## src/sv/fspc_pkg.sv

```systemverilog
// ----------------------------------------------------------------------------
// Fan speed PI controller package
// Command codes, register indexes, fixed constants, FSM state and interfaces.
// ----------------------------------------------------------------------------
package fspc_pkg;

    localparam int DIV_W = 34;
    localparam int DIV_CNT_W = $clog2(DIV_W);

    localparam logic [1:0] CMD_PULSE  = 2'd0;
    localparam logic [1:0] CMD_TICK   = 2'd1;
    localparam logic [1:0] CMD_TARGET = 2'd2;

    localparam logic [3:0] REG_GAIN_P       = 4'd0;
    localparam logic [3:0] REG_GAIN_I       = 4'd1;
    localparam logic [3:0] REG_DUTY_FLOOR   = 4'd2;
    localparam logic [3:0] REG_DUTY_CEILING = 4'd3;
    localparam logic [3:0] REG_TGT_FLOOR    = 4'd4;
    localparam logic [3:0] REG_TGT_CEILING  = 4'd5;
    localparam logic [3:0] REG_DEBOUNCE     = 4'd6;
    localparam logic [3:0] REG_STALL        = 4'd7;

    localparam logic [15:0] RST_GAIN_P       = 16'd1966;
    localparam logic [15:0] RST_GAIN_I       = 16'd328;
    localparam logic [7:0]  RST_DUTY_FLOOR   = 8'd10;
    localparam logic [7:0]  RST_DUTY_CEILING = 8'd245;
    localparam logic [12:0] RST_TGT_FLOOR    = 13'd1400;
    localparam logic [12:0] RST_TGT_CEILING  = 13'd4000;
    localparam logic [15:0] RST_DEBOUNCE     = 16'd3000;
    localparam logic [23:0] RST_STALL        = 24'd500000;
    localparam logic [23:0] RST_DUTY_ACC     = 24'h0A0000;
    localparam logic [12:0] RST_TARGET       = 13'd1400;

    localparam logic [DIV_W-1:0] SPEED_NUM   = 34'd15360000000;
    localparam logic [DIV_W-1:0] SPEED_LIMIT = 34'd1536000;
    // ceil(2^26 / 5): quotient by five for sums below 2^26
    localparam logic [23:0]      EMA_RECIP   = 24'd13421773;

    typedef enum logic [12:0] {
        S_IDLE      = 13'b0000000000001,
        S_CHECK     = 13'b0000000000010,
        S_MEDIAN    = 13'b0000000000100,
        S_MED_DONE  = 13'b0000000001000,
        S_DIV_SPEED = 13'b0000000010000,
        S_RAW_CHECK = 13'b0000000100000,
        S_DIV_EMA   = 13'b0000001000000,
        S_EMA_WRITE = 13'b0000010000000,
        S_PI_P      = 13'b0000100000000,
        S_PI_I      = 13'b0001000000000,
        S_PI_SUM    = 13'b0010000000000,
        S_PI_ACC    = 13'b0100000000000,
        S_DONE      = 13'b1000000000000
    } t_state;

    typedef struct packed {
        logic accept;
        logic stall_set;
        logic med_clear;
        logic med_step;
        logic div_speed;
        logic div_ema;
        logic div_step;
        logic ema_write;
        logic mul_p;
        logic mul_i;
        logic pi_sum;
        logic pi_acc;
        logic out_load;
    } t_cmd;

    typedef struct packed {
        logic age_over;
        logic med_last;
        logic med_zero;
        logic div_done;
        logic raw_ok;
        logic out_free;
    } t_sts;

endpackage

```

## src/sv/fspc_ctrl.sv

```systemverilog
// ----------------------------------------------------------------------------
// Fan speed PI controller sequencer
// One-hot FSM that steps the datapath through stall check, median, divides
// and the PI update of one tick.
// ----------------------------------------------------------------------------
module fspc_ctrl (
    input  logic            i_clk,
    input  logic            i_rst_n,
    input  logic            i_valid,
    input  logic [1:0]      i_command,
    input  fspc_pkg::t_sts  i_sts,
    output logic            o_ready,
    output fspc_pkg::t_cmd  o_cmd
);
    import fspc_pkg::*;

    t_state r_state;
    t_state n_state;

    assign o_ready = (r_state == S_IDLE);

    always_comb begin
        n_state = r_state;
        o_cmd   = '0;
        case (r_state)
            S_IDLE: begin
                if (i_valid) begin
                    o_cmd.accept = 1'b1;
                    if (i_command == CMD_TICK) n_state = S_CHECK;
                end
            end
            S_CHECK: begin
                if (i_sts.age_over) begin
                    o_cmd.stall_set = 1'b1;
                    n_state = S_PI_P;
                end else begin
                    o_cmd.med_clear = 1'b1;
                    n_state = S_MEDIAN;
                end
            end
            S_MEDIAN: begin
                o_cmd.med_step = 1'b1;
                if (i_sts.med_last) n_state = S_MED_DONE;
            end
            S_MED_DONE: begin
                if (i_sts.med_zero) begin
                    n_state = S_PI_P;
                end else begin
                    o_cmd.div_speed = 1'b1;
                    n_state = S_DIV_SPEED;
                end
            end
            S_DIV_SPEED: begin
                o_cmd.div_step = 1'b1;
                if (i_sts.div_done) n_state = S_RAW_CHECK;
            end
            S_RAW_CHECK: begin
                if (i_sts.raw_ok) begin
                    n_state = S_DIV_EMA;
                end else begin
                    n_state = S_PI_P;
                end
            end
            S_DIV_EMA: begin
                o_cmd.div_ema = 1'b1;
                n_state = S_EMA_WRITE;
            end
            S_EMA_WRITE: begin
                o_cmd.ema_write = 1'b1;
                n_state = S_PI_P;
            end
            S_PI_P: begin
                o_cmd.mul_p = 1'b1;
                n_state = S_PI_I;
            end
            S_PI_I: begin
                o_cmd.mul_i = 1'b1;
                n_state = S_PI_SUM;
            end
            S_PI_SUM: begin
                o_cmd.pi_sum = 1'b1;
                n_state = S_PI_ACC;
            end
            S_PI_ACC: begin
                o_cmd.pi_acc = 1'b1;
                n_state = S_DONE;
            end
            S_DONE: begin
                if (i_sts.out_free) begin
                    o_cmd.out_load = 1'b1;
                    n_state = S_IDLE;
                end
            end
            default: begin
                n_state = S_IDLE;
            end
        endcase
    end

    always_ff @(posedge i_clk) begin
        if (!i_rst_n) begin
            r_state <= S_IDLE;
        end else begin
            r_state <= n_state;
        end
    end

endmodule

```

## config.mk

```make
export PLATFORM = sky130hd
export DESIGN_NAME = fspc_ctrl
export DESIGN_NICKNAME = d
export VERILOG_FILES = /design/src/sv/fspc_pkg.sv /design/src/sv/fspc_ctrl.sv
export SDC_FILE = /design/constraint.sdc
export NUM_CORES = 1
export LEC_CHECK = 0
export BUFFER_PORTS_ARGS = -buffer_cell sky130_fd_sc_hd__buf_2
export CAP_MARGIN = 10
export CELL_PAD_IN_SITES_DETAIL_PLACEMENT = 1
export CELL_PAD_IN_SITES_GLOBAL_PLACEMENT = 2
export CORE_ASPECT_RATIO = 0.5
export CORE_MARGIN = 3
export CORE_UTILIZATION = 28
export DETAILED_ROUTE_END_ITERATION = 7
export GPL_TIMING_DRIVEN = 0
export PLACE_DENSITY_LB_ADDON = 0.1
export SLEW_MARGIN = 20
export SYNTH_ARGS = -nofsm -noshare
export SYNTH_HDL_FRONTEND = slang
export SYNTH_SLANG_ARGS = --single-unit
```

## constraint.sdc

```tcl
create_clock -name i_clk -period 2 [get_ports i_clk]
set_input_delay 0.3 -clock i_clk [delete_from_list [all_inputs] [get_ports i_clk]]
set_output_delay 0.3 -clock i_clk [all_outputs]
set_load 0.01 [all_outputs]
```

Word level (Yosys, flattened, before mapping)
Cells that the tools add are included. Widths: inputs -> output; s select.

Register bits: 13. Input port bits: 11. Output and inout port bits: 14. Word-level logic and storage cells: 47.

Eq/ne operators: 19. Mux-type cells: 26. Reduce and logical (&&, ||, !) cells: 1.

Operator list (number): $pmux 13 s13 (1); $mux 13 (5); $mux 9 (3); $mux 1 (16); $eq 13x1->1 const B (1); $eq 13x10->1 const B (1); $eq 13x11->1 const B (1); $eq 13x12->1 const B (1); $eq 13x13->1 const B (1); $eq 13x2->1 const B (1); $eq 13x3->1 const B (1); $eq 13x4->1 const B (1); $eq 13x5->1 const B (1); $eq 13x6->1 const B (1); $eq 13x7->1 const B (1); $eq 13x8->1 const B (1); $eq 13x9->1 const B (1); $ne 2x2->1 const B (4); $reduce_and 5->1 (1); $eq 2x1->1 const B (1); $mux 2 (1); $ne 2x1->1 const B (1).

Depth between registers and ports, before layout
Word-level depth: 4. Gate-level depth with buffers: 6. Depth with buffers taken out: 5.

Worst setup path before layout
Ideal clock, no wire load.

Kind: register to output. From: register r_state[7]. To: output o_cmd[12] in the netlist's numbering. Arrival time: 1.634 ns. Data required time: 1.700 ns. Slack: 0.066 ns. Cell stages (with the launch flop): 5. Buffers on the path: 1. Cells stage by stage: dfxtp_1 -> buf_6 -> or4_4 -> nor4_4 -> and2_1.

RTL lines: from (decl) (line fspc_ctrl.sv:17) `t_state r_state;`; from (signal assigned) (line fspc_ctrl.sv:104) `r_state <= n_state;`; to (decl) (line fspc_ctrl.sv:13) `output fspc_pkg::t_cmd o_cmd`.

==> impl_metrics.py <==
metrics = {
    "layout": {
        "post-route-util": 0.479,
        "max_flop_register": "r_state",
        "drive_gt1_frac": 0.575,
        "nets": 172,
        "diodes": 0,
        "largestRegisters": "r_state: 13 flops",
        "syn_to_final_growth_pct": 59.5,
        "largest_reg_flops": 13,
        "fin_cells": 200,
    },
    "synthesis": {
        "syn-num-nets": 127,
        "yosys.area_share.simple": 0.489,
        "syn_avg_cell_area_um2": 7.94,
        "synthMuxAreaShare": 0,
        "synthAdderAreaFrac": 0,
        "synth-compound-area-share": 0.132,
        "ys_seq_elements": 13,
        "syn_area_um2": 921,
        "seq_area_frac_synth": 0.283,
        "synthTopCellsByCount": "nor3_1, dfxtp_1, nor2_1",
        "synth_edf_count": 0,
        "synth_xor_area_frac": 0.0285,
        "synth.most_common_cell": "nor3_1",
        "synthCells": 116,
        "synth_top_family_by_area": "simple AND/OR/NAND/NOR gates",
        "synth_top_area_cell": "dfxtp_1",
        "synth-main-ff-cell": "dfxtp_1",
        "ys_types": 42,
        "synth_top_cells_by_area": "dfxtp_1, nor3_1, nor2_1",
        "async_reset_ff_frac": 0,
        "synth_top_area_frac": 0.283,
        "yosysWarnings": 0,
    },
    "clock_network": {
        "path_clk_slew_ps": 60,
        "ctsLongestPathBuffers": 2,
        "cts_buffers": 3,
        "htreeDepth": 1,
        "cts_tree": "built",
        "clock-sinks": 13,
        "clk_latency_ps": 250,
        "cts-root-buf": "clkbuf_8",
    },
    "grt": {
        "grt_pass1_vias": 1011,
        "grt_util_all_layers": 0.169,
        "grt_max_degree": 11,
        "grt.overflow.total": 0,
        "grt_pass1_wl_um": 5110,
        "antenna_found_initial": 0,
    },
    "critical_path": {
        "crit_start": "r_state[5]",
        "rr_worst_depth": 8,
        "start_kind": "flip-flop",
        "max_stage_delay_ps": 560,
        "crit_end": "o_cmd[8]",
        "r2r_end": "r_state[8]",
        "path_cells": "or4_4 -> nor3_4 -> nand4b_1 -> nor2_1 -> buf_2",
        "critPathKind": "reg -> out",
        "cp_slowest_cell": "or4_4",
        "crit_path_end_kind": "primary output",
        "cp_max_fo": 9,
        "cp.arrival_ps": 1880,
        "r2r_slack_ps": -70,
        "worstReg2RegStart": "r_state[3]",
        "required_ps": 1700,
    },
    "die": {
        "die_w_um": 87.1,
        "start_util": 0.300,
        "die_h_um": 46.6,
        "die_area_um2": 4050,
        "core_um2": 3070,
        "row_count": 14,
        "boundaryPins": 25,
    },
    "hold_path": {
        "hold_class": "in -> reg",
        "hold_start": "i_sts[1]",
    },
    "drt": {
        "ant_nets": 0,
        "dr.pass1.iters": 4,
        "wire_per_inst_um": 17.3,
        "vias": 1088,
        "wirelength_um": 3460,
        "drt_iter0_markers": 80,
        "routed_via_density": 5.44,
        "drc": 0,
    },
    "timing": {
        "hold_violations": 0,
        "clock-skew-final_ps": 4.87,
        "post-route-min-period_ps": 2180,
        "fmax_ghz": 0.458,
        "post-route-period-util": 1.09,
        "fin_ws_ps": -181,
        "rsz0062_at_grt": "yes",
        "setup_viol": 10,
        "drv_slew": 0,
        "tightest_slew_ps": 397,
        "max_slew_margin": 0.735,
    },
    "power_and_ir_drop": {
        "power_frac_comb": 0.378,
        "leakage_uw": 0.000661,
        "cellInternalPower_uw": 569,
        "irDropWorstVdd_uv": 265,
        "power.switching_uw": 289,
        "switching_share": 0.337,
        "seq_power_share": 0.333,
        "p_per_area_nw_per_um2": 584,
        "pwr-share-clk": 0.290,
    },
    "flow_run": {
        "cap_violations": 0,
    },
    "placement": {
        "dp_cells": 180,
        "port_buffers": 24,
        "dp_hpwl_um": 2100,
        "gp_congestion": 0.774,
        "pre_cts_slack_ps": -32.7,
    },
    "run_status": {
        "violations": "negative setup slack",
        "run_status": "complete, but fails checks",
    },
}
[power by group through the flow]
stage	clock network, uW	logic, uW	registers (uW)
CTS	254	273	288
global route	273	349	286
global placement	0	192	295
floorplan	0	131	289
finish	248	324	285
detailed placement	0	190	295
[cells in the final DEF (no fill, tap or decap), drive strengths merged, types with 2 or more instances in the layout]
| cell | count |
|---|---|
| o21ai | 5 |
| dfxtp | 13 |
| o21a | 4 |
| inv | 7 |
| buf | 45 |
| nor2 | 13 |
| and2 | 2 |
| clkbuf | 3 |
| nor4 | 7 |
| nand3b | 2 |
| or2 | 3 |
| a21boi | 2 |
| or4 | 3 |
| nand4b | 2 |
| or4b | 3 |
| nand3 | 7 |
| nor2b | 2 |
| nand2 | 5 |
| nor3 | 15 |
| a31oi | 3 |
| or3 | 2 |
| xor2 | 2 |
[stage by stage]
stage / total power, uW / hold WS [ps] / instance area [um^2] / TNS (ps)
6_report: 857 / 314 / 1470 / -939
5_1_grt: 908 / 332 / 1470 / -1800
4_1_cts: 815 / 315 / 1310 / -679
3_5_place_dp: 485 / 553 / 1090 / -72.5
3_3_place_gp: 487 / 566 / 1090 / -175
2_1_floorplan: 420 / 417 / 921 / 0
[final cells by class]
class / instances / area [um^2]
fillers: 358 / 1600
multi-input cells: 91 / 757
well taps: 40 / 50.0
repair buffers: 45 / 299
clock buffers: 3 / 41.3
flip-flops and latches: 13 / 290
clock inverters: 1 / 5.00
inverters: 7 / 26.3
[worst min-delay path by stage]
stage / slack (ps) / to / cells past startpoint
after floorplan: 420 / r_state[12] / 1
after global placement: 570 / r_state[7] / 2
after global routing: 330 / r_state[6] / 3
final: 310 / r_state[6] / 3
after detailed placement: 550 / r_state[7] / 2
after CTS: 310 / r_state[6] / 3
[layer usage]
metal,GRT usage,vias to the layer above,routed length [um]
met5,0,-,0
met4,0.0306,0,64
met3,0.0500,6,190
met2,0.268,36,1600
met1,0.230,523,1610
li1,-,523,-
[cells by family after synthesis]
family	count (synthesis)
AOI/OAI and AO/OA	18
xor gates and xnor gates	3
buffers and inverters	12
and+or+nand+nor	70
DFF	13
[critical path: cells and delay by family, from the launching register on]
| kind | cells | cell delay [ps] |
|---|---|---|
| simple gates | 4 | 1090 |
| flops | 1 | 380 |
| buf+inv | 1 | 150 |
[what timing repair did]
| action | CTS | global route |
|---|---|---|
| hold buffers | 0 | 0 |
| pin swaps | 13 | 16 |
| resized for setup | 25 | 27 |
| buffers inserted | 15 | 8 |
| endpoints found under the setup margin | 15 | 23 |
No activity file was read; power rests on OpenSTA's default activity.
